==> src/rtl/core/afl_pkg.sv <==
// Package for the three-axis accelerometer low-pass FIR.
// Holds the sample types, the coefficient base table and the coefficient function.
// No dependencies.
package afl_pkg;

    localparam int AXES       = 3;
    localparam int SAMPLE_W   = 16;
    localparam int BASE_COUNT = 9;

    // Coefficient base values in units of 1e-4, edge toward center.
    localparam longint BASE_E4 [BASE_COUNT] = '{
        64'sd137, 64'sd140, 64'sd142, 64'sd144, 64'sd146,
        64'sd147, 64'sd148, 64'sd149, 64'sd150
    };

    typedef logic [SAMPLE_W-1:0]           sample_t;
    typedef logic [AXES-1:0][SAMPLE_W-1:0] sample_vec_t;

    // Symmetric tap coefficient, base * 2^frac / 1e4, rounded half away from zero.
    // Evaluated at elaboration only.
    function automatic longint coef_of_tap(input int k, input int taps, input int frac);
        int     m;
        int     idx;
        longint scaled;
        m   = taps - 1 - k;
        idx = (k < m) ? k : m;
        if (idx < 0) begin
            idx = 0;
        end
        if (idx >= BASE_COUNT) begin
            idx = BASE_COUNT - 1;
        end
        scaled = BASE_E4[idx] * (longint'(1) << frac);
        return (scaled + 64'sd5000) / 64'sd10000;
    endfunction

endpackage

==> src/rtl/core/afl_cell.sv <==
// One tap of the transposed FIR, three axes wide.
// Partial sum: coef[K] * sample + partial sum of the next tap, registered.
// Depends on afl_pkg.
module afl_cell #(
    parameter int K              = 0,
    parameter int TAPS           = 19,
    parameter int COEF_FRAC_BITS = 16,
    parameter int CW             = 11,
    parameter int AW             = 32
) (
    input  logic                                   aclk,
    input  logic                                   aresetn,
    input  logic                                   en,
    input  afl_pkg::sample_vec_t                   sample_i,
    input  logic [afl_pkg::AXES-1:0][AW-1:0]       sum_i,
    output logic [afl_pkg::AXES-1:0][AW-1:0]       sum_o
);
    import afl_pkg::*;

    localparam logic signed [CW-1:0] COEF = CW'(coef_of_tap(K, TAPS, COEF_FRAC_BITS));
    localparam int PW = SAMPLE_W + CW;

    logic [AXES-1:0][AW-1:0] sum_reg;
    logic [AXES-1:0][AW-1:0] sum_next;
    logic signed [PW-1:0]    prod [AXES];

    always_comb begin
        for (int a = 0; a < AXES; a++) begin
            prod[a]     = $signed(sample_i[a]) * COEF;
            sum_next[a] = AW'($signed(sum_i[a]) + AW'(prod[a]));
        end
    end

    always_ff @(posedge aclk) begin
        if (!aresetn) begin
            sum_reg <= '0;
        end else if (en) begin
            sum_reg <= sum_next;
        end
    end

    assign sum_o = sum_reg;

endmodule

==> config.mk <==
export PLATFORM = sky130hd
export DESIGN_NAME = afl_cell
export DESIGN_NICKNAME = d
export VERILOG_FILES = /design/src/rtl/core/afl_pkg.sv /design/src/rtl/core/afl_cell.sv
export SDC_FILE = /design/constraint.sdc
export NUM_CORES = 1
export LEC_CHECK = 0
export BUFFER_PORTS_ARGS = -buffer_cell sky130_fd_sc_hd__buf_2
export CAP_MARGIN = 25
export CORE_UTILIZATION = 60
export CTS_CLUSTER_DIAMETER = 200
export CTS_CLUSTER_SIZE = 24
export DETAILED_ROUTE_END_ITERATION = 12
export GPL_TIMING_DRIVEN = 0
export MAX_ROUTING_LAYER = met4
export PLACE_DENSITY_LB_ADDON = 0.1
export REMOVE_ABC_BUFFERS = 1
export SLEW_MARGIN = 20
export SYNTH_ARGS = -nofsm -noshare
export SYNTH_HDL_FRONTEND = slang
export SYNTH_SLANG_ARGS = --single-unit
==> constraint.sdc <==
create_clock -name aclk -period 8.1 [get_ports aclk]
set_input_delay 1.62 -clock aclk [delete_from_list [all_inputs] [get_ports aclk]]
set_output_delay 1.62 -clock aclk [all_outputs]
set_load 0.005 [all_outputs]
==> impl_metrics.yaml, run 1 <==
outcome:
  status: "finished, final reports clean"
detailed_routing:
  drc: 0
  post_drt_wl_per_cell_um: 15.6
  drt-met1-wl_mm: 15.9
  route.met2.wl_mm: 17.1
  wl_mm: 35.8
  routed.top_layer: "met4"
  dr_wl_met3_mm: 2.13
  vias: 13034
  post_drt_via_cell_ratio: 5.67
  drtIter0Drc: 602
  dr.pass1.iters: 5
  drtAntennaViolNets: 0
yosys:
  avgSynthCellArea_um2: 8.75
  yosysSeqAreaShare_pct: 12.6
  synth_edf_count: 0
  syn_area_um2: 15200
  async_reset_ff_share_pct: 0
  synth_seq_cells: 96
  synthFlopType: "dfxtp_1"
  synth_cell_type_count: 74
  yosys_warnings: 0
  synthCells: 1742
global_routing:
  grt_max_degree: 79
  overflow: 0
  global_route.usage.total_pct: 28.9
  grt_pass1_vias: 12724
  grt_first_pass_wirelength_mm: 59.6
  antenna_found_initial: 7
clock_tree:
  cts.sinks: 96
  cts_made_buffers: 9
  cts-htree-levels: 3
  clk_latency_ns: 0.35
  cts_tree: "built"
  post_cts_buffers: 0
  clock_path_buffers: 2
  clk_pin_slew_ns: 0.09
  cts-root-buf: "clkbuf_16"
power:
  p_seq_share_pct: 8.5
  internal-power_mw: 3.88
  ir_drop_mv: 0.360
  switching_share_pct: 50.7
  power_switching_mw: 3.99
  clockPowerShare_pct: 5.8
  power_leakage_nw: 8.97
  combinationalPowerShare_pct: 85.7
  p_per_area_nw_per_um2: 460
worst_setup_path:
  slowest_delay_ns: 0.56
  slowest_stage: "o41ai_2"
  worst_path_most_repeated_cell: "ha_1"
  critPathBufInv: 3
  cp_data_required_time_ns: 8.35
  crit_chain: "buf_2 > ha_1 > fa_1 > ha_1 > ha_1 > inv_1 > fa_1 > inv_1 > ha_1 > a21oi_1 > o21ai_0 > o41ai_2 > o21bai_1 > a21oi_1 > xnor2_1 > ha_1 > and2_1 > and3_1 > a211oi_1 > o311ai_0 > o311ai_0 > mux2i_1 > nand3_1"
  timing.rr.end: "sum_o[62]$_SDFFE_PN0P_"
  cpLargestDelayFamily: "adder cells"
  worst_ep_arrival_time_ns: 7.69
  reg2reg_from: "sum_o[62]$_SDFFE_PN0P_"
  crit_fanout: 5
  reg2regPathDepth: 2
  critPathKind: "in -> reg"
  regToRegSetupSlack_ns: 7.26
  cp-start-kind: "primary input"
  endpoint_kind: "flip-flop"
placement:
  placed_area_um2: 16800
  place_hpwl_mm: 29.9
  place_congestion: 0.925
  io_buffers: 242
cells_and_area:
  largest_reg_flops: 96
  fin_area_um2: 17100
  num-nets-final: 2516
  drive_above_1_share_pct: 14.4
  syn2layout_area_growth_pct: 12.3
  post-route-util_pct: 69.6
timing:
  rsz0062_at_grt: "false"
  finalHoldViolCount: 0
  relSlewSlack_pct: 51.0
  finalSetupViolations: 0
  tns_ns: 0
  finalCritPeriodShare_pct: 91.8
  layout_min_cycle_time_ns: 7.43
  fin_skew_ns: 0
  tightest_slew_ns: 0.729
  fmax_ghz: 0.135
  whs_ns: 0.486
  drv_slew: 0
floorplanning:
  die_w_um: 161
  ios: 243
  start_util_pct: 62.0
  rows: 57
  die_area_um2: 26000
  die_h_um: 161
  core_um2: 24600
flow_run:
  drv_cap: 0
hold_path:
  worstHoldStart: "sum_o[72]$_SDFFE_PN0P_"
  hold_end: "sum_o[72]$_SDFFE_PN0P_"
  hold_class: "reg -> reg"
  hold_path_depth: 1
-- per-stage QoR --
step / instances / worst slack (ns) / power [mW]
after floorplan: 1706 / 1.18 / 6.03
after global placement: 2272 / 0.164 / 7.22
after detailed placement: 2274 / 0.0690 / 7.35
after CTS: 2290 / 0.453 / 7.87
after global routing: 2297 / 0.194 / 8.78
final: 2297 / 0.666 / 7.87
-- power by group through the flow --
stage / Combinational [mW] / Sequential (mW) / Clock (mW)
final: 6.75 / 0.672 / 0.453
after global routing: 7.61 / 0.685 / 0.485
after CTS: 6.73 / 0.672 / 0.465
after detailed placement: 6.67 / 0.680 / 0
after global placement: 6.54 / 0.676 / 0
after floorplan: 5.34 / 0.687 / 0
-- Yosys cell counts (all sizes together) (15+ instances only) --
cell type	count	area, um2
a211oi	28	225
a21o	59	443
a21oi	124	621
clkbuf	31	116
dfxtp	96	1920
fa	90	1800
ha	318	3980
inv	222	833
mux2i	63	631
nand2	54	203
nand2b	16	100
nand3	35	180
nand4	19	119
nor2	74	278
nor2b	84	526
nor3	22	110
o211ai	15	118
o21a	26	195
o21ai	69	345
o21bai	22	165
xnor2	83	734
xor2	40	350
-- metal layers --
metal	up-vias	global-route usage, %
met1	6118	35.2
met4	0	7.76
met2	291	49.2
met5	-	-
li1	6584	-
met3	41	4.90
-- repair_timing --
action,4_1_cts,5_1_grt
hold buffers,0,0
resized for setup,0,1
setup endpoints to repair,0,1
-- worst reg2reg max path: stages, from the launching register on --
cell	delay (ns)
dfxtp_1	0.31
and3_1	0.16
a211o_1	0.27
-- how the worst max path moves through the flow --
| stage | from | end | slack, ns | cells past startpoint |
|---|---|---|---|---|
| after global placement | sample_i[2] | sum_o[30]$_SDFFE_PN0P_ | 0.16 | 23 |
| final | sample_i[7] | sum_o[30]$_SDFFE_PN0P_ | 0.67 | 23 |
| after global routing | sample_i[1] | sum_o[30]$_SDFFE_PN0P_ | 0.19 | 23 |
| after CTS | sample_i[2] | sum_o[30]$_SDFFE_PN0P_ | 0.45 | 23 |
| after detailed placement | sample_i[2] | sum_o[30]$_SDFFE_PN0P_ | 0.07 | 23 |
| after floorplan | sample_i[2] | sum_o[30]$_SDFFE_PN0P_ | 1.18 | 22 |
-- cell type report --
cell class                      instances  area, um2
Multi-Input combinational cell       1387      12400
Fill cell                            2068       7490
Sequential cell                        96       1920
Timing Repair Buffer                  244       1270
Inverter                              223        838
Tap cell                              324        405
Clock buffer                            9        225
Clock inverter                          7       73.8
Antenna cell                            7       17.5
-- logic make-up after synthesis --
logic type / after synthesis / share of synthesized area (%)
mux: 63 / 4.14
simple gates: 369 / 13.0
buf+inv: 259 / 6.38
xor+xnor: 125 / 7.42
flops: 96 / 12.6
fa+ha+maj: 408 / 37.9
compound gates: 422 / 18.6
-- cells in the final DEF (no fill, tap or decap), drive strengths merged, types with 8 or more instances in the layout --
cell type and count:
o21ai 69, dfxtp 96, nor3 22, nand2 54, or2 8, clkbuf 9, buf 244, xnor2 83
and4 9, inv 225, a21oi 124, fa 90, o211ai 15, nor2 74, a21o 59, ha 318
nand2b 16, nor2b 84, a31oi 12, and3 13, xor2 40, o21bai 22, and2 11, mux2i 63
nand4 19, a211oi 28, o21a 26, nand3 35
(Power assumes the default switching activity.)
==> run 2, diff against run 1 <==
- CORE_UTILIZATION: 60 -> 53
==> run 2 against run 1 <==
Effect of this change: combinational power about the same; sequential cell count unchanged; clock skew unchanged; setup slack worse by 0.23 ns; register-to-register slack barely moved; largest cell class unchanged.
==> impl_metrics.yaml, run 2 (synthesis results as in run 1) <==
global_routing:
  antenna_found_initial: 7
  global_route.usage.total_pct: 24.6
  overflow: 0
  grt_first_pass_wirelength_mm: 56.5
  grt_pass1_vias: 12060
  grt_max_degree: 80
power:
  ir_drop_mv: 0.356
  p_per_area_nw_per_um2: 459
  finalPower_mw: 7.90
  power_leakage_nw: 8.98
timing:
  layout_min_cycle_time_ns: 7.67
  tns_ns: 0
  finalHoldViolCount: 0
  drv_slew: 0
  finalSetupViolations: 0
  rsz0062_at_grt: "false"
  fmax_ghz: 0.130
  tightest_slew_ns: 0.754
  fin_skew_ns: 0
  relSlewSlack_pct: 49.1
  finalCritPeriodShare_pct: 94.6
detailed_routing:
  drtIter0Drc: 561
  dr.pass1.iters: 5
  post_drt_via_cell_ratio: 5.48
  drtAntennaViolNets: 0
  drc: 0
  post_drt_wl_per_cell_um: 15.1
  vias: 12886
  wl_mm: 35.4
cells_and_area:
  num-nets-final: 2516
  fillCellCount: 2553
  final_common_cell: "ha_1"
  largest_reg_flops: 96
  final_cells: 2351
  drive_above_1_share_pct: 14.3
  syn2layout_area_growth_pct: 12.9
  layout.cells.most_common_list: "ha_1 (318), buf_2 (240), inv_1 (222)"
flow_run:
  drv_cap: 0
clock_tree:
  cts_made_buffers: 9
  clk_pin_slew_ns: 0.07
  cts_tree: "built"
  cts-htree-levels: 3
  clk_latency_ns: 0.36
  cts_resized: 0
  post_cts_buffers: 0
  clock_path_buffers: 2
  cts-root-buf: "clkbuf_16"
  hold_buffers: 0
  cts.sinks: 96
hold_path:
  worstHoldStart: "sum_o[34]$_SDFFE_PN0P_"
  hold_class: "reg -> reg"
floorplanning:
  die_w_um: 172
  core_um2: 28000
  die_area_um2: 29400
  die_h_um: 172
  rows: 61
  ios: 243
  start_util_pct: 54.4
worst_setup_path:
  crit_fanout: 5
  cp-start-kind: "primary input"
  critPathKind: "in -> reg"
  reg2reg_from: "sum_o[62]$_SDFFE_PN0P_"
  endpoint_kind: "flip-flop"
  crit_start: "sample_i[2]"
  worst_ep_arrival_time_ns: 7.91
  cp_data_required_time_ns: 8.35
outcome:
  status: "finished, final reports clean"
placement:
  io_buffers: 242
  dp.cells: 2328
  place_congestion: 0.929
  place_hpwl_mm: 29.4
[run 2: layer usage]
layer	vias to the layer above	wire, um	track usage, %
li1	6572	-	-
met1	6035	16400	30.2
met2	246	16600	41.4
met3	33	1930	4.90
met4	0	547	5.75
met5	-	0	-
[run 2: final timing paths]
kind                             to  slack [ns]  cells after the start
max          sum_o[30]$_SDFFE_PN0P_        0.43                     23
min          sum_o[34]$_SDFFE_PN0P_        0.48                      1
max reg2reg  sum_o[62]$_SDFFE_PN0P_        7.25                      2
min reg2reg  sum_o[34]$_SDFFE_PN0P_        0.48                      1
[run 2: cell type report]
cell class	count	area [um2]	share of cell area, %
Multi-Input combinational cell	1387	12400	71.8
Sequential cell	96	1920	11.2
Timing Repair Buffer	244	1270	7.41
Inverter	223	838	4.87
Tap cell	378	473	2.75
Clock buffer	11	243	1.41
Clock inverter	5	87.6	0.509
Antenna cell	7	17.5	0.102
[run 2: where the power goes]
| part | internal, mW | leakage, nW | switching [mW] |
|---|---|---|---|
| logic | 3.04 | 8.03 | 3.69 |
| clock network | 0.283 | 0.158 | 0.212 |
| registers | 0.611 | 0.793 | 0.0587 |
| total | 3.93 | 8.98 | 3.96 |
[run 2: critical path, stage by stage]
cell and delay, ns:
buf_2 0.13, ha_1 0.31, fa_1 0.47, ha_1 0.30, ha_1 0.31, fa_1 0.47, ha_1 0.35, inv_1 0.09
o21bai_1 0.08, a21oi_1 0.29, nor2_1 0.11, o41ai_1 0.63, o21bai_1 0.11, a21oi_1 0.20, xnor2_1 0.16, ha_1 0.31
and2_1 0.23, and3_1 0.15, a211oi_1 0.54, o311ai_0 0.26, o311ai_0 0.46, mux2i_1 0.24, nand3_1 0.08
[run 2: metrics by stage]
| stage | worst slack, ns | instance area, um2 | hold slack, ns | util [%] |
|---|---|---|---|---|
| final | 0.435 | 17200 | 0.479 | 61.4 |
| after global routing | 0.0453 | 17200 | 0.501 | 61.4 |
| after CTS | 0.484 | 17200 | 0.486 | 61.4 |
| after detailed placement | 0.158 | 16900 | 0.468 | 60.2 |
| after global placement | 0.159 | 16800 | 0.456 | 60.0 |
| after floorplan | 1.18 | 15100 | 0.475 | - |
==> run 3, diff against run 2 <==
--- a/config.mk
+++ b/config.mk
@@ -6,4 +6,5 @@
 export NUM_CORES = 1
 export LEC_CHECK = 0
+export ABC_CLOCK_PERIOD_IN_PS = 8100
 export BUFFER_PORTS_ARGS = -buffer_cell sky130_fd_sc_hd__buf_2
 export CAP_MARGIN = 25
==> constraint.sdc (replaced) <==
create_clock -name aclk -period 8.1 [get_ports aclk]
set_input_delay 2.025 -clock aclk [delete_from_list [all_inputs] [get_ports aclk]]
set_output_delay 2.025 -clock aclk [all_outputs]
set_load 0.005 [all_outputs]
==> run 3 against run 2 <==
Effect of this change: clock power about the same; largest power group unchanged; cell count stayed put; core utilization is essentially flat; final area barely moved; highest routed layer unchanged.
==> impl_metrics.yaml, run 3 (synthesis results as in run 1) <==
outcome:
  status: "finished, final reports clean"
timing:
  tightest_slew_ns: 0.729
  relSlewSlack_pct: 51.3
  finalCritPeriodShare_pct: 94.2
  finalSetupViolations: 0
  finalHoldViolCount: 0
  fmax_ghz: 0.131
  layout_min_cycle_time_ns: 7.63
  rsz0062_at_grt: "false"
  worst_slack_ns: 0.466
  drv_slew: 0
  tns_ns: 0
  fin_skew_ns: 0
global_routing:
  grt_first_pass_wirelength_mm: 56.5
  grt_pass1_vias: 12060
  antenna_found_initial: 7
  global_route.usage.total_pct: 24.6
  grt_max_degree: 80
  overflow: 0
flow_run:
  drv_cap: 0
hold_path:
  hold_class: "reg -> reg"
  hold_path_depth: 1
cells_and_area:
  syn2layout_area_growth_pct: 13.0
  layout.cells.most_common_list: "ha_1 (318), buf_2 (240), inv_1 (222)"
  final_cells: 2351
  drive_above_1_share_pct: 14.4
  largest_reg_flops: 96
  num-nets-final: 2516
  final_common_cell: "ha_1"
detailed_routing:
  dr.pass1.iters: 5
  vias: 12894
  drtIter0Drc: 495
  drc: 0
  drtAntennaViolNets: 0
  post_drt_wl_per_cell_um: 15.1
  wl_mm: 35.4
  post_drt_via_cell_ratio: 5.48
placement:
  dp.cells: 2328
  io_buffers: 242
  place_hpwl_mm: 29.4
  place_congestion: 0.929
  pre_cts_ws_ns: -0.247
worst_setup_path:
  cp-start-kind: "primary input"
  cp_data_required_time_ns: 8.35
  crit_fanout: 5
  worst_ep_arrival_time_ns: 7.88
  endpoint_kind: "flip-flop"
  reg2regPathDepth: 2
  critPathKind: "in -> reg"
clock_tree:
  post_cts_buffers: 0
  cts-root-buf: "clkbuf_16"
  hold_buffers: 0
  clk_latency_ns: 0.36
  cts_tree: "built"
  cts-htree-levels: 3
  clk_pin_slew_ns: 0.07
  cts.sinks: 96
  clock_path_buffers: 2
  cts_made_buffers: 9
  cts_resized: 0
power:
  finalPower_mw: 7.91
  p_per_area_nw_per_um2: 459
  ir_drop_mv: 0.358
  power_leakage_nw: 8.99
floorplanning:
  start_util_pct: 54.4
  die_area_um2: 29400
  ios: 243
  die_h_um: 172
  core_um2: 28000
  rows: 61
  die_w_um: 172
[run 3: final cells by class]
cell class                      instances  area [um2]
Clock inverter                          5        87.6
Sequential cell                        96        1920
Inverter                              223         838
Fill cell                            2551       10800
Multi-Input combinational cell       1387       12400
Tap cell                              378         473
Clock buffer                           11         243
Timing Repair Buffer                  244        1270
Antenna cell                            7        17.5
[run 3: where the power goes]
group	switching, mW	total [mW]	internal [mW]	leakage, nW
Combinational	3.70	6.74	3.04	8.04
Clock	0.213	0.496	0.283	0.158
Sequential	0.0587	0.670	0.611	0.793
[run 3: critical path: stages]
cell and delay, ns:
buf_2 0.13, ha_1 0.31, fa_1 0.47, ha_1 0.30, ha_1 0.31, fa_1 0.47, ha_1 0.35, inv_1 0.09
o21bai_1 0.08, a21oi_1 0.29, nor2_1 0.12, o41ai_2 0.41, o21bai_1 0.10, a21oi_1 0.18, xnor2_1 0.16, ha_1 0.31
and2_1 0.23, and3_1 0.17, a211oi_2 0.37, o311ai_0 0.22, o311ai_0 0.45, mux2i_1 0.24, nand3_1 0.08
[run 3: stage by stage]
step,hold WS [ns],utilization (%),area (um2)
finish,0.479,61.5,17200
global placement,0.456,60.0,16800
floorplan,0.475,-,15100
detailed placement,0.468,60.2,16900
global route,0.501,61.5,17200
CTS,0.486,61.4,17200
[run 3: path summary, 6_finish.rpt]
path	start	end	slack [ns]
setup reg to reg	sum_o[62]$_SDFFE_PN0P_	sum_o[62]$_SDFFE_PN0P_	7.25
hold reg to reg	sum_o[34]$_SDFFE_PN0P_	sum_o[34]$_SDFFE_PN0P_	0.48
setup / recovery	sample_i[2]	sum_o[30]$_SDFFE_PN0P_	0.47
hold / removal	sum_o[34]$_SDFFE_PN0P_	sum_o[34]$_SDFFE_PN0P_	0.48
[run 3: per-layer routing]
layer  track usage (%)  vias up  wire length, um
li1                  -     6572                -
met1              30.2     6019            16300
met2              41.4      266            16500
met3              4.90       37             2060
met4              5.75        0              588
met5                 -        -                0
