## src/rtl/core/afl_pkg.sv

```systemverilog
// Package for the three-axis accelerometer low-pass FIR.
// Holds the sample types, the coefficient base table and the coefficient function.
// No dependencies.
package afl_pkg;

    localparam int AXES       = 3;
    localparam int SAMPLE_W   = 16;
    localparam int BASE_COUNT = 9;

    // Coefficient base values in units of 1e-4, edge toward center.
    localparam longint BASE_E4 [BASE_COUNT] = '{
        64'sd137, 64'sd140, 64'sd142, 64'sd144, 64'sd146,
        64'sd147, 64'sd148, 64'sd149, 64'sd150
    };

    typedef logic [SAMPLE_W-1:0]           sample_t;
    typedef logic [AXES-1:0][SAMPLE_W-1:0] sample_vec_t;

    // Symmetric tap coefficient, base * 2^frac / 1e4, rounded half away from zero.
    // Evaluated at elaboration only.
    function automatic longint coef_of_tap(input int k, input int taps, input int frac);
        int     m;
        int     idx;
        longint scaled;
        m   = taps - 1 - k;
        idx = (k < m) ? k : m;
        if (idx < 0) begin
            idx = 0;
        end
        if (idx >= BASE_COUNT) begin
            idx = BASE_COUNT - 1;
        end
        scaled = BASE_E4[idx] * (longint'(1) << frac);
        return (scaled + 64'sd5000) / 64'sd10000;
    endfunction

endpackage

```

## src/rtl/core/afl_out.sv

```systemverilog
// Result stage: valid flag, truncation toward zero and 16-bit saturation.
// Reads the full-width sum held in tap 0. Depends on afl_pkg.
module afl_out #(
    parameter int COEF_FRAC_BITS = 16,
    parameter int AW             = 32
) (
    input  logic                             aclk,
    input  logic                             aresetn,
    input  logic                             load,
    input  logic                             take,
    input  logic [afl_pkg::AXES-1:0][AW-1:0] acc_i,
    output logic                             valid_o,
    output afl_pkg::sample_vec_t             result_o
);
    import afl_pkg::*;

    localparam logic signed [AW-1:0] BIAS   = AW'((longint'(1) << COEF_FRAC_BITS) - 1);
    localparam logic signed [AW-1:0] SAT_HI = AW'(32767);
    localparam logic signed [AW-1:0] SAT_LO = -AW'(32768);

    logic                 valid_reg;
    logic                 valid_next;
    logic signed [AW-1:0] biased [AXES];
    logic signed [AW-1:0] quot   [AXES];

    always_comb begin
        for (int a = 0; a < AXES; a++) begin
            // negative sums get 2^F-1 added so the shift rounds toward zero
            biased[a] = $signed(acc_i[a]) + (acc_i[a][AW-1] ? BIAS : '0);
            quot[a]   = biased[a] >>> COEF_FRAC_BITS;
            if (quot[a] > SAT_HI) begin
                result_o[a] = SAMPLE_W'(SAT_HI);
            end else if (quot[a] < SAT_LO) begin
                result_o[a] = SAMPLE_W'(SAT_LO);
            end else begin
                result_o[a] = quot[a][SAMPLE_W-1:0];
            end
        end
    end

    always_comb begin
        valid_next = valid_reg;
        if (load) begin
            valid_next = 1'b1;
        end else if (take) begin
            valid_next = 1'b0;
        end
    end

    always_ff @(posedge aclk) begin
        if (!aresetn) begin
            valid_reg <= 1'b0;
        end else begin
            valid_reg <= valid_next;
        end
    end

    assign valid_o = valid_reg;

endmodule
```

## config.mk

```make
export PLATFORM = sky130hd
export DESIGN_NAME = afl_out
export DESIGN_NICKNAME = d
export VERILOG_FILES = /design/src/rtl/core/afl_pkg.sv /design/src/rtl/core/afl_out.sv
export SDC_FILE = /design/constraint.sdc
export NUM_CORES = 1
export LEC_CHECK = 0
export BUFFER_PORTS_ARGS = -buffer_cell sky130_fd_sc_hd__buf_2
export CORE_MARGIN = 10
export CORE_UTILIZATION = 45
export DETAILED_ROUTE_END_ITERATION = 6
export GPL_TIMING_DRIVEN = 0
export MAX_ROUTING_LAYER = met4
export PLACE_DENSITY = 0.95
export SLEW_MARGIN = 20
export SYNTH_ARGS = -nofsm -noshare
export SYNTH_HDL_FRONTEND = slang
export SYNTH_SLANG_ARGS = --single-unit
```

## constraint.sdc

```tcl
create_clock -name aclk -period 4.7 [get_ports aclk]
set_clock_uncertainty 0.05 [all_clocks]
set_input_delay 0.235 -clock aclk [delete_from_list [all_inputs] [get_ports aclk]]
set_output_delay 0.235 -clock aclk [all_outputs]
set_load 0.05 [all_outputs]
```

==> impl_results.md, run 1 <==
- Total number of yosys warnings: 0
- Die Ht: 86.1 microns
- Min Hold Slack: 0.394 ns
- Max-cap viol count: 0
- Die ar.: 7410 sq um
- CTS resizes: 0
- Chip Width: 86.1 microns
- Via count: 2503
- First-pass GRT wire length: 11300 microns
- Adder-Cell Fraction of Synth Area: 28.7%
- Leak Pwr: 1.45 nW
- DRC viols: 0
- Final instance area: 2770 sq um
- Crit path required time: 4.41 ns
- Largest family of logic cells by synthesized area: simple AND/OR/NAND/NOR gates
- Grt ovf: 0
- CP endpoint kind: output port
- Synth Area in Compound Gates: 14.8%
- Fraction of synthesized cell area taken by the top area cell type: 28.7%
- Post-synthesis sequential area ratio: 1.02%
- Row count: 23
- Worst path depth: 9
- Critical-path cell list: buf_2 -> ha_1 -> a21o_1 -> a21o_1 -> a211oi_1 -> o221a_2 -> nand2b_1 -> xnor2_1 -> buf_2
- Initial antenna violation count: 0
- Fin. max-slew vios: 0
- Mapped Area: 1960 sq um
- Worst reg-to-reg path cell count: 2
- Synth Area in XOR/XNOR: 20.5%
- Area leader, netlist: ha_1
- Simple-Gate Fraction of Synth Area: 32.4%
- Unrepaired setup endpoints after global routing: false
- Post-CTS Hold Buffers: 0
- Largest net degree at the start of global routing: 18
- Placer congestion estimate: 0.850
- Remaining antenna violation count: 0
- Crit start category: primary input
- CP arrival: 2.50 ns
- Post-route insts no fill: 463
- Initial DRC count: 42
- Vias in the first global route: 2570
- Core footprint: 4120 sq um
- Setup Buffers After CTS: 0
- Pwr per Cell Area: 125 nW/um^2
- Via-per-instance ratio: 5.41
- Post-Place Cells: 463
- Setup TNS: 0 ns
- Slew HR: 69.5%
- Ant diodes: 0
- WS Path Type: in -> out
- DP Wirelength: 6460 microns
- Area grow syn2layout: 40.9%
- Period Utilization, post-route: 59.2%
- Total global-route track usage: 17.9%
- Worst-skew pair later-pin latency: 0 ns
- Synth area leaders: ha_1, xnor2_1, xor2_1
- Routed length per instance: 15.2 microns
- Final setup fails: 0
- Crit path max-delay cell type: a211oi_1
- Layout Nets: 560
- Beginning of the worst register-to-register path: valid_o
- Worst setup path start: acc_i[31]
- Length of the first detailed-routing pass in iterations: 4
- Instance area at placement: 2770 sq um
- Proportion of layout cells with a drive suffix above 1: 39.2%
- Largest register FFs: 1
- Count of cell types in the netlist: 38
- Register bit count reported by yosys: 1
- Multiplexer area fraction after synthesis: 0%
- Post-Synthesis Cells: 265
- Status: completed
- Family with the most delay on the worst path: compound AO/OA/AOI/OAI gates
- Worst vdd ir: 0.0999 mV
- Syn_nets: 410
- Top Ports: 149
- Drt total wl: 7060 microns
- Worst-margin pin slew: 0.455 ns
- Clk slew on worst S/H paths: 0 ns
- Hold_sp: aresetn
- Post-route minimum period: 2.78 ns
- Number of buffers added on ports: 148
- Critical path peak fanout: 17
- Syn Area/Cell: 7.41 sq um
- Worst Path Buf+Inv: 2
- Max Clk Rate: 359 MHz
- Final Hold Vio Count: 0
- Hold Crit Class: in -> reg
- Worst hold stages: 2
- Initial Util: 47.7%
- Worst path max stage delay: 0.38 ns
-- kinds of logic (layout without fill, tap and decap cells) --
family                   count (synthesis)  count (layout)
buffers and inverters                   11             159
XOR/XNOR                                46              46
adder cells (fa/ha/maj)                 45              45
AO/OA/AOI/OAI                           43              43
AND/OR/NAND/NOR                        119             119
flip-flops                               1               1
-- path summary, 6_finish.rpt --
kind	slack, ns	endpoint
worst max-delay path	1.92	result_o[10]
worst min-delay path	0.39	valid_o
worst max register to register	3.97	valid_o
worst min register to register	0.52	valid_o
-- area by class of cell --
cell class	instances	area (sq um)
sequential	1	20.0
timing repair buffer	148	741
buffer	3	21.3
multi-input combinational	253	1890
inverter	8	30.0
fill	364	1350
tap	50	62.6
-- synth_stat cells, drive strengths merged --
cell type / count
a211oi: 3
a21boi: 2
a21o: 7
a21oi: 17
a22oi: 1
a31oi: 1
and2: 3
and3: 7
and4: 4
buf: 3
dfxtp: 1
ha: 45
inv: 8
nand2: 25
nand2b: 3
nand3: 27
nand4: 17
nor2: 21
nor2b: 1
nor3: 5
nor4: 3
nor4b: 2
o211a: 1
o21a: 1
o21ai: 6
o221a: 1
o22ai: 1
o311a: 1
o31ai: 1
or2: 1
xnor2: 30
xor2: 16
-- worst register-to-register path, cell delays in order, from the launching register on --
cell and delay [ns]:
dfxtp_1 0.28, nor2b_1 0.12, o21a_1 0.16
-- placed cells by master (no fill, tap or decap), drive strengths merged --
master,instances
nor4,3
nor2b,1
a21oi,17
o211a,1
a211oi,3
inv,8
xnor2,30
xor2,16
dfxtp,1
and3,7
and2,3
and4,4
o21ai,6
nand2,25
o22ai,1
a31oi,1
o31ai,1
nor3,5
nor2,21
nand2b,3
or2,1
o311a,1
nand3,27
buf,151
a21o,7
o21a,1
nand4,17
ha,45
nor4b,2
a22oi,1
o221a,1
a21boi,2
-- metrics by stage --
step	utilization, %	total power, mW	worst slack [ns]
final	67.3	0.346	1.92
after global routing	67.3	0.377	1.75
after CTS	67.3	0.348	1.91
after detailed placement	67.3	0.347	1.93
after global placement	67.3	0.335	2.00
after floorplan	-	0.231	2.03
-- per-layer routing --
metal | global-route usage [%] | wire length (microns)
met3 | 3.31 | 515
met4 | 0.898 | 31
met5 | - | 0
met1 | 18.7 | 2830
met2 | 35.0 | 3680
-- report_power, final --
| group | switching (mW) | internal (mW) | leakage [nW] |
|---|---|---|---|
| sequential | 0.000227 | 0.00923 | 0.00836 |
| combinational | 0.225 | 0.112 | 1.44 |
| clock | 0 | 0 | 0 |
Note: power is estimated with default switching activity, not from simulation.
==> run 2: changes to the inputs <==
--- a/config.mk
+++ b/config.mk
@@ -5,13 +5,14 @@
 export SDC_FILE = /design/constraint.sdc
 export NUM_CORES = 1
 export LEC_CHECK = 0
+export ABC_AREA = 1
 export BUFFER_PORTS_ARGS = -buffer_cell sky130_fd_sc_hd__buf_2
 export CORE_MARGIN = 10
-export CORE_UTILIZATION = 45
+export CORE_UTILIZATION = 49
 export DETAILED_ROUTE_END_ITERATION = 6
 export GPL_TIMING_DRIVEN = 0
 export MAX_ROUTING_LAYER = met4
-export PLACE_DENSITY = 0.95
+export PLACE_DENSITY = 0.88
 export SLEW_MARGIN = 20
 export SYNTH_ARGS = -nofsm -noshare
 export SYNTH_HDL_FRONTEND = slang
==> constraint.sdc (replaced) <==
create_clock -name aclk -period 2.82 [get_ports aclk]
set_clock_uncertainty 0.05 [all_clocks]
set_input_delay 0.141 -clock aclk [delete_from_list [all_inputs] [get_ports aclk]]
set_output_delay 0.141 -clock aclk [all_outputs]
set_load 0.05 [all_outputs]
==> run 2 against run 1 <==
Core utilization down 6.7 points. Routed wire length grew 110%. Register-to-register slack worse by 1.8 ns. Critical endpoint is now result_o[46].
==> impl_results.md, run 2 <==
- Min Hold Slack: 0.302 ns (-0.0916 ns)
- Largest net degree at the start of global routing: 19 (+1)
- Pre-CTS WS: 0.616 ns (-1.31 ns)
- Area leader, netlist: nand2_1
- DRC viols: 0 (unchanged)
- Largest register FFs: 1 (unchanged)
- Comb pwr share: 98.4% (+1.1 points)
- Initial antenna violation count: 0 (unchanged)
- Post-Place Cells: 1353 (+190%)
- Crit path required time: 2.63 ns (-1.78 ns)
- Setup Buffers After CTS: 0 (unchanged)
- Worst vdd ir: 0.113 mV (+13%)
- Fin worst setup slack: 0.564 ns (-1.35 ns)
- Final Hold Vio Count: 0 (unchanged)
- Initial Util: 50.9% (+3.2 points)
- Commonest cells after routing, fill and taps aside: nand2_1, inv_1, buf_2
- Die Ht: 118 microns (+38%)
- Family with the most delay on the worst path: simple AND/OR/NAND/NOR gates
- Top Ports: 149 (unchanged)
- Grt ovf: 0 (unchanged)
- Area grow syn2layout: 19.0%
- Switching Fraction: 68.6% (+3.5 points)
- Via-per-instance ratio: 4.78 (-12%)
- Post-layout util: 60.6% (-6.7 points)
- Routed length per instance: 11.0 microns (-28%)
- Row count: 35 (+52%)
- Final instance area: 5650 sq um (+100%)
- Count of cell types in the netlist: 26 (-32%)
- Period Utilization, post-route: 80.0%
- Fraction of synthesized cell area taken by the top area cell type: 42.1% (+13 points)
- Setup TNS: 0 ns (unchanged)
- Mapped Area: 4750 sq um (+140%)
- Status: completed
- Most used DFF post-synth: dfxtp_1
- Number of buffers added on ports: 148 (unchanged)
- Instance area at placement: 5650 sq um (+100%)
- Vias in the first global route: 5974 (+130%)
- Crit start category: primary input
- Total global-route track usage: 20.6% (+2.7 points)
- FFs w/ async S/R, synth: 0% (unchanged)
- Max-cap viol count: 0 (unchanged)
- Leak Pwr: 4.03 nW (+180%)
- Initial DRC count: 439 (+950%)
- Drt total wl: 15000 microns (+110%)
- Syn Area/Cell: 4.41 sq um (-40%)
- Pwr per Cell Area: 171 nW/um^2 (+37%)
- Post-synthesis sequential area ratio: 0.422% (-0.60 points)
- Sequential share of power: 1.6% (-1.1 points)
- P_int: 0.303 mW (+150%)
- Fill cells: 1012 (+180%)
- Register bit count reported by yosys: 1 (unchanged)
- Total number of yosys warnings: 0 (unchanged)
- Post-synth EDFFs: 0 (unchanged)
- Synth area leaders: nand2_1, inv_1, ha_1
- Via count: 6470 (+160%)
- Crit path max-delay cell type: ha_1
- Remaining antenna violation count: 0 (unchanged)
- Most common cell after layout, fill and taps aside: nand2_1
- Worst-margin pin slew: 0.531 ns (+0.0760 ns)
- Most frequent cell after synthesis: nand2_1
- Top cells by count, synth: nand2_1, inv_1, nor2_1, nand3_1, ha_1
- Length of the first detailed-routing pass in iterations: 5 (+1)
- Die ar.: 14000 sq um (+89%)
- Fin. max-slew vios: 0 (unchanged)
- Proportion of layout cells with a drive suffix above 1: 12.8% (-26 points)
- Layout Nets: 1371 (+140%)
- Post-route insts no fill: 1353 (+190%)
- Chip Width: 118 microns (+38%)
- Core footprint: 9330 sq um (+130%)
- Worst-skew pair later-pin latency: 0 ns (unchanged)
- Clk slew on worst S/H paths: 0 ns (unchanged)
- Worst path depth: 12 (+3)
- First-pass GRT wire length: 25200 microns (+120%)
- Slew HR: 64.2% (-5.3 points)
- Final setup fails: 0 (unchanged)
- Worst reg-to-reg path cell count: 3 (+1)
- Critical-path cell list: buf_2 -> ha_1 -> nand2_1 -> nor2_1 -> and3_1 -> nand2_1 -> nand2_1 -> nand2_1 -> nand2_1 -> nand2_1 -> nand2_1 -> buf_2
- DP Wirelength: 13400 microns (+110%)
- Post-route minimum period: 2.26 ns
- CP arrival: 2.06 ns (-0.44 ns)
- Switching pwr: 0.664 mW (+190%)
- Placer congestion estimate: 0.993 (+17%)
- Post-Synthesis Cells: 1076 (+310%)
- WS Path Type: in -> out
- Hold Crit Class: in -> reg
- Worst path max stage delay: 0.38 ns (about the same)
- Unrepaired setup endpoints after global routing: false
- Clock share of power: 0% (unchanged)
- Ant diodes: 0 (unchanged)
- CTS resizes: 0 (unchanged)
- Syn_nets: 1221 (+200%)
- Critical path peak fanout: 18 (+1)
- Worst hold stages: 2 (unchanged)
- Overall power: 0.967 mW (+180%)
- Post-CTS Hold Buffers: 0 (unchanged)
- Crit path top cell by count: nand2_1
- Worst Path Buf+Inv: 2 (unchanged)
- CP endpoint kind: output port
- Max Clk Rate: 443 MHz
==> run 2: area by class of cell <==
cell class / instances / area [sq um] / share of cell area, %
Tap cell: 129 / 161 / 2.86
Timing Repair Buffer: 148 / 741 / 13.1
Multi-Input combinational cell: 835 / 3830 / 67.7
Sequential cell: 1 / 20.0 / 0.354
Inverter: 240 / 901 / 15.9
==> run 2: kinds of logic after synthesis <==
kind of cell    synth area share, %
xor+xnor                      0.184
simple gates                   63.7
fa+ha+maj                      11.9
buf+inv                        19.0
compound gates                 4.90
flops                         0.422
==> run 2: power groups by stage <==
| stage | Sequential, mW | Combinational, mW | Clock, mW |
|---|---|---|---|
| floorplan | 0.0191 | 0.662 | 0 |
| global placement | 0.0157 | 0.926 | 0 |
| detailed placement | 0.0158 | 0.941 | 0 |
| CTS | 0.0158 | 0.944 | 0 |
| global route | 0.0158 | 1.07 | 0 |
| finish | 0.0158 | 0.951 | 0 |
==> run 2: layer usage <==
layer	vias to the layer above	wire [microns]	global-route usage (%)
met5	-	0	-
met4	0	302	3.74
met3	21	951	1.57
met2	230	6560	35.3
met1	2673	7140	26.0
li1	3546	-	-
==> run 2: path summary, 6_finish.rpt <==
path | start | end | slack (ns)
worst max-delay path | acc_i[95] | result_o[46] | 0.56
worst min-delay path | aresetn | valid_o | 0.30
worst max register to register | valid_o | valid_o | 2.13
worst min register to register | valid_o | valid_o | 0.51
==> run 3: changes to the inputs <==
--- a/config.mk
+++ b/config.mk
@@ -5,14 +5,14 @@
 export SDC_FILE = /design/constraint.sdc
 export NUM_CORES = 1
 export LEC_CHECK = 0
-export ABC_AREA = 1
+export ABC_AREA = 0
 export BUFFER_PORTS_ARGS = -buffer_cell sky130_fd_sc_hd__buf_2
 export CORE_MARGIN = 10
-export CORE_UTILIZATION = 49
+export CORE_UTILIZATION = 38
 export DETAILED_ROUTE_END_ITERATION = 6
 export GPL_TIMING_DRIVEN = 0
 export MAX_ROUTING_LAYER = met4
-export PLACE_DENSITY = 0.88
+export PLACE_DENSITY = 0.91
 export SLEW_MARGIN = 20
 export SYNTH_ARGS = -nofsm -noshare
 export SYNTH_HDL_FRONTEND = slang
==> constraint.sdc (replaced) <==
create_clock -name aclk -period 1.9 [get_ports aclk]
set_clock_uncertainty 0.05 [all_clocks]
set_input_delay 0.095 -clock aclk [delete_from_list [all_inputs] [get_ports aclk]]
set_output_delay 0.095 -clock aclk [all_outputs]
set_load 0.05 [all_outputs]
==> run 3 against run 2 <==
The flow now stops in global routing. Synthesized area is 59% lower. Synthesized cell count is 75% lower.
==> impl_results.md, run 3 <==
- Status: aborted with a tool error
- Fail Step: global routing
- First Err: [ERROR GRT-0232] Routing congestion too high. Check the congestion heatmap in the GUI.
- Row count: 26 (-26%)
- Syn Area/Cell: 7.41 sq um (+68%)
- Die Ht: 91.9 microns (-22%)
- Synth area leaders: ha_1, xnor2_1, xor2_1
- Top cells by count, synth: ha_1, xnor2_1, nand2_1, nand3_1, nor2_1
- Total number of yosys warnings: 0 (unchanged)
- Count of cell types in the netlist: 38 (+46%)
- Number of buffers added on ports: 148 (unchanged)
- Post-Place Cells: 483 (-64%)
- Syn_nets: 410 (-66%)
- FFs w/ async S/R, synth: 0% (unchanged)
- Chip Width: 91.9 microns (-22%)
- Worst_ep grt: result_o[21]
- Post-synth EDFFs: 0 (unchanged)
- Most used DFF post-synth: dfxtp_1
- Placer congestion estimate: 0.841 (-15%)
- Total global-route track usage: 72.1%
- Largest net degree at the start of global routing: 11
- Mapped Area: 1960 sq um (-59%)
- Most frequent cell after synthesis: ha_1
- Post-synthesis sequential area ratio: 1.02% (+0.60 points)
- Register bit count reported by yosys: 1 (unchanged)
- Area leader, netlist: ha_1
- DP Wirelength: 6640 microns (-50%)
- Grt ovf: 182
- Top Ports: 149 (unchanged)
- Initial Util: 38.7% (-12 points)
- Worst EP Category: primary output
- Fraction of synthesized cell area taken by the top area cell type: 28.7% (-13 points)
- Post-Synthesis Cells: 265 (-75%)
- Initial antenna violation count: 3
## run 3: changes by cell type after synthesis, moves of 5 or more
cell,change
xor2_1,+15
inv_1,-231
nand2_1,-508
a21oi_1,-13
nor3_1,-15
a21o_1,+6
nand3b_1,-5
nand3_1,-51
nor2_1,-65
nand3_2,+5
xnor2_1,+30
## run 3: per-layer routing
layer | overflow | track usage, %
met1 | 0 | 67.5
met5 | - | -
met2 | 103 | 87.8
met4 | 79 | 85.5
met3 | 0 | 49.7
## run 3: what timing repair did
item	CTS
resized for setup	211
setup buffers	8
hold buffers	0
gates cloned	7
endpoints found under the setup margin	48
pin swaps	48
## run 3: logic make-up after synthesis
family	synth area share, %
and+or+nand+nor	32.4
adders and majority gates	28.7
xor gates and xnor gates	20.5
buffers and inverters	2.61
AOI/OAI and AO/OA	14.8
DFF	1.02
## run 3: metrics by stage
stage | worst slack [ns] | instance area (sq um) | util (%) | hold WS, ns
after floorplan | -0.124 | 2600 | - | 0.163
after global placement | -0.588 | 3430 | 67.6 | 0.246
after detailed placement | -0.617 | 3430 | 67.6 | 0.254
after CTS | -0.259 | 4700 | 92.5 | 0.254
==> run 4: changes to the inputs <==
--- a/config.mk
+++ b/config.mk
@@ -8,11 +8,10 @@
 export ABC_AREA = 0
 export BUFFER_PORTS_ARGS = -buffer_cell sky130_fd_sc_hd__buf_2
 export CORE_MARGIN = 10
-export CORE_UTILIZATION = 38
+export CORE_UTILIZATION = 34
 export DETAILED_ROUTE_END_ITERATION = 6
 export GPL_TIMING_DRIVEN = 0
-export MAX_ROUTING_LAYER = met4
-export PLACE_DENSITY = 0.91
+export PLACE_DENSITY_LB_ADDON = 0.15
 export SLEW_MARGIN = 20
 export SYNTH_ARGS = -nofsm -noshare
 export SYNTH_HDL_FRONTEND = slang
==> constraint.sdc (replaced) <==
create_clock -name aclk -period 2.5 [get_ports aclk]
set_clock_uncertainty 0.05 [all_clocks]
set_input_delay 0.125 -clock aclk [delete_from_list [all_inputs] [get_ports aclk]]
set_output_delay 0.125 -clock aclk [all_outputs]
set_load 0.05 [all_outputs]
==> run 4 against run 3 <==
The run now ends clean.
==> impl_results.md, run 4 (synthesis gave the netlist of run 1 again) <==
- Status: completed
- Top Ports: 149 (unchanged)
- Initial antenna violation count: 0
- Worst reg-to-reg path cell count: 2
- Worst Hold End: valid_o
- CP endpoint kind: output port
- Proportion of layout cells with a drive suffix above 1: 41.3%
- Chip Width: 96.0 microns (+4.5%)
- DP Wirelength: 6220 microns (-6.4%)
- WS Path Type: in -> out
- Overall power: 0.671 mW
- Worst-skew pair later-pin latency: 0 ns
- Remaining antenna violation count: 0
- Min Hold Slack: 0.283 ns
- Largest register FFs: 1
- Crit path required time: 2.33 ns
- Worst path max stage delay: 0.35 ns
- Grt ovf: 0
- R2r endpoint: valid_o
- Final Hold Vio Count: 0
- Area grow syn2layout: 48.4%
- Reg area: 20.0 sq um
- Hold Crit Class: in -> reg
- Reg2Reg Setup Slack: 1.77 ns
- Comb pwr share: 97.4%
- Footprint of the multi-input gates: 1950 sq um
- Core footprint: 5540 sq um
- Vias in the first global route: 2429
- Critical path peak fanout: 17
- First-pass GRT wire length: 10400 microns
- Post-layout util: 52.6%
- Crit path max-delay cell type: ha_1
- DRC viols: 0
- Slew HR: 78.4%
- Clock share of power: 0%
- Crit start category: primary input
- Clk slew on worst S/H paths: 0 ns
- Beginning of the worst register-to-register path: valid_o
- Worst vdd ir: 0.119 mV
- Pwr per Cell Area: 230 nW/um^2
- CP arrival: 2.14 ns
- Post-route minimum period: 2.32 ns
- Period Utilization, post-route: 92.7%
- Final setup fails: 0
- Via-per-instance ratio: 5.01
- Leak Pwr: 1.48 nW
- P_int: 0.246 mW
- Critical-path cell list: clkbuf_4 -> ha_1 -> nand4_1 -> nor4_2 -> o21ai_2 -> a31oi_4 -> buf_6 -> nand3_2 -> xnor2_1 -> clkbuf_4
- Drt total wl: 6940 microns
- Length of the first detailed-routing pass in iterations: 4
- Post-Place Cells: 485 (+0.41%)
- Ant diodes: 0
- Worst hold stages: 2
- Number of buffers added on ports: 148 (unchanged)
- Crit path top cell by count: clkbuf_4
- Switching Fraction: 63.4%
- Placer congestion estimate: 0.814 (-3.2%)
- Worst-margin pin slew: 0.324 ns
- Initial Util: 35.5% (-3.3 points)
- Hold_sp: aresetn
- Max Clk Rate: 432 MHz
- Switching pwr: 0.425 mW
- Row count: 27 (+3.8%)
- Total global-route track usage: 13.2%
- Die Ht: 96.0 microns (+4.5%)
- Largest net degree at the start of global routing: 18
- Routed length per instance: 14.2 microns
- Most common cell after layout, fill and taps aside: buf_2
- Commonest cells after routing, fill and taps aside: buf_2, ha_1, xnor2_1
- Via count: 2446
- Initial DRC count: 47
- Setup TNS: 0 ns
- Die ar.: 9220 sq um
- Fin. max-slew vios: 0
- Max-cap viol count: 0
- Sequential share of power: 2.6%
- Layout Nets: 563
- Post-route insts no fill: 488
- Fill cells: 549
==> run 4: metrics by stage <==
step                worst slack (ns)  instance area (sq um)
CTS                          0.00235                   2800
finish                         0.183                   2920
floorplan                     0.0538                   1960
global placement              0.0305                   2800
detailed placement           0.00708                   2800
global route                 -0.0315                   2920
==> run 4: critical path, delay by kind of cell <==
| family | cells | cell delay, ns |
|---|---|---|
| buf+inv | 3 | 0.66 |
| simple gates | 3 | 0.49 |
| compound gates | 2 | 0.37 |
| fa+ha+maj | 1 | 0.35 |
| xor+xnor | 1 | 0.14 |
==> run 4: worst max path at each step <==
stage | cells after the start | start | end
after floorplan | 8 | acc_i[47] | result_o[28]
after global placement | 9 | acc_i[31] | result_o[10]
after detailed placement | 9 | acc_i[31] | result_o[10]
after CTS | 9 | acc_i[31] | result_o[10]
after global routing | 10 | acc_i[95] | result_o[42]
final | 10 | acc_i[63] | result_o[31]
==> run 4: routing by layer <==
metal	GRT usage [%]	vias to the layer above	wire (microns)
li1	-	1294	-
met1	14.3	1064	2670
met2	24.8	86	3430
met3	4.98	2	808
met4	0.491	0	27
met5	0	-	0
==> run 4: layout make-up <==
class / instances / area share (%)
Sequential cell: 1 / 0.687
Buffer: 3 / 0.815
Multi-Input combinational cell: 253 / 66.9
Inverter: 8 / 1.03
Timing Repair Buffer: 151 / 27.5
Tap cell: 72 / 3.09
==> run 4: repair_timing <==
action | CTS | global route
endpoints found under the setup margin | 0 | 44
endpoints found under the hold margin | 0 | 0
gates resized for setup | 0 | 28
hold buffers | 0 | 0
buffers inserted | 0 | 3
==> run 4: power by group through the flow <==
stage | Clock [mW] | Sequential (mW) | Combinational, mW
3_5_place_dp | 0 | 0.0178 | 0.630
6_report | 0 | 0.0178 | 0.653
2_1_floorplan | 0 | 0.0214 | 0.413
4_1_cts | 0 | 0.0178 | 0.632
3_3_place_gp | 0 | 0.0177 | 0.621
5_1_grt | 0 | 0.0178 | 0.716
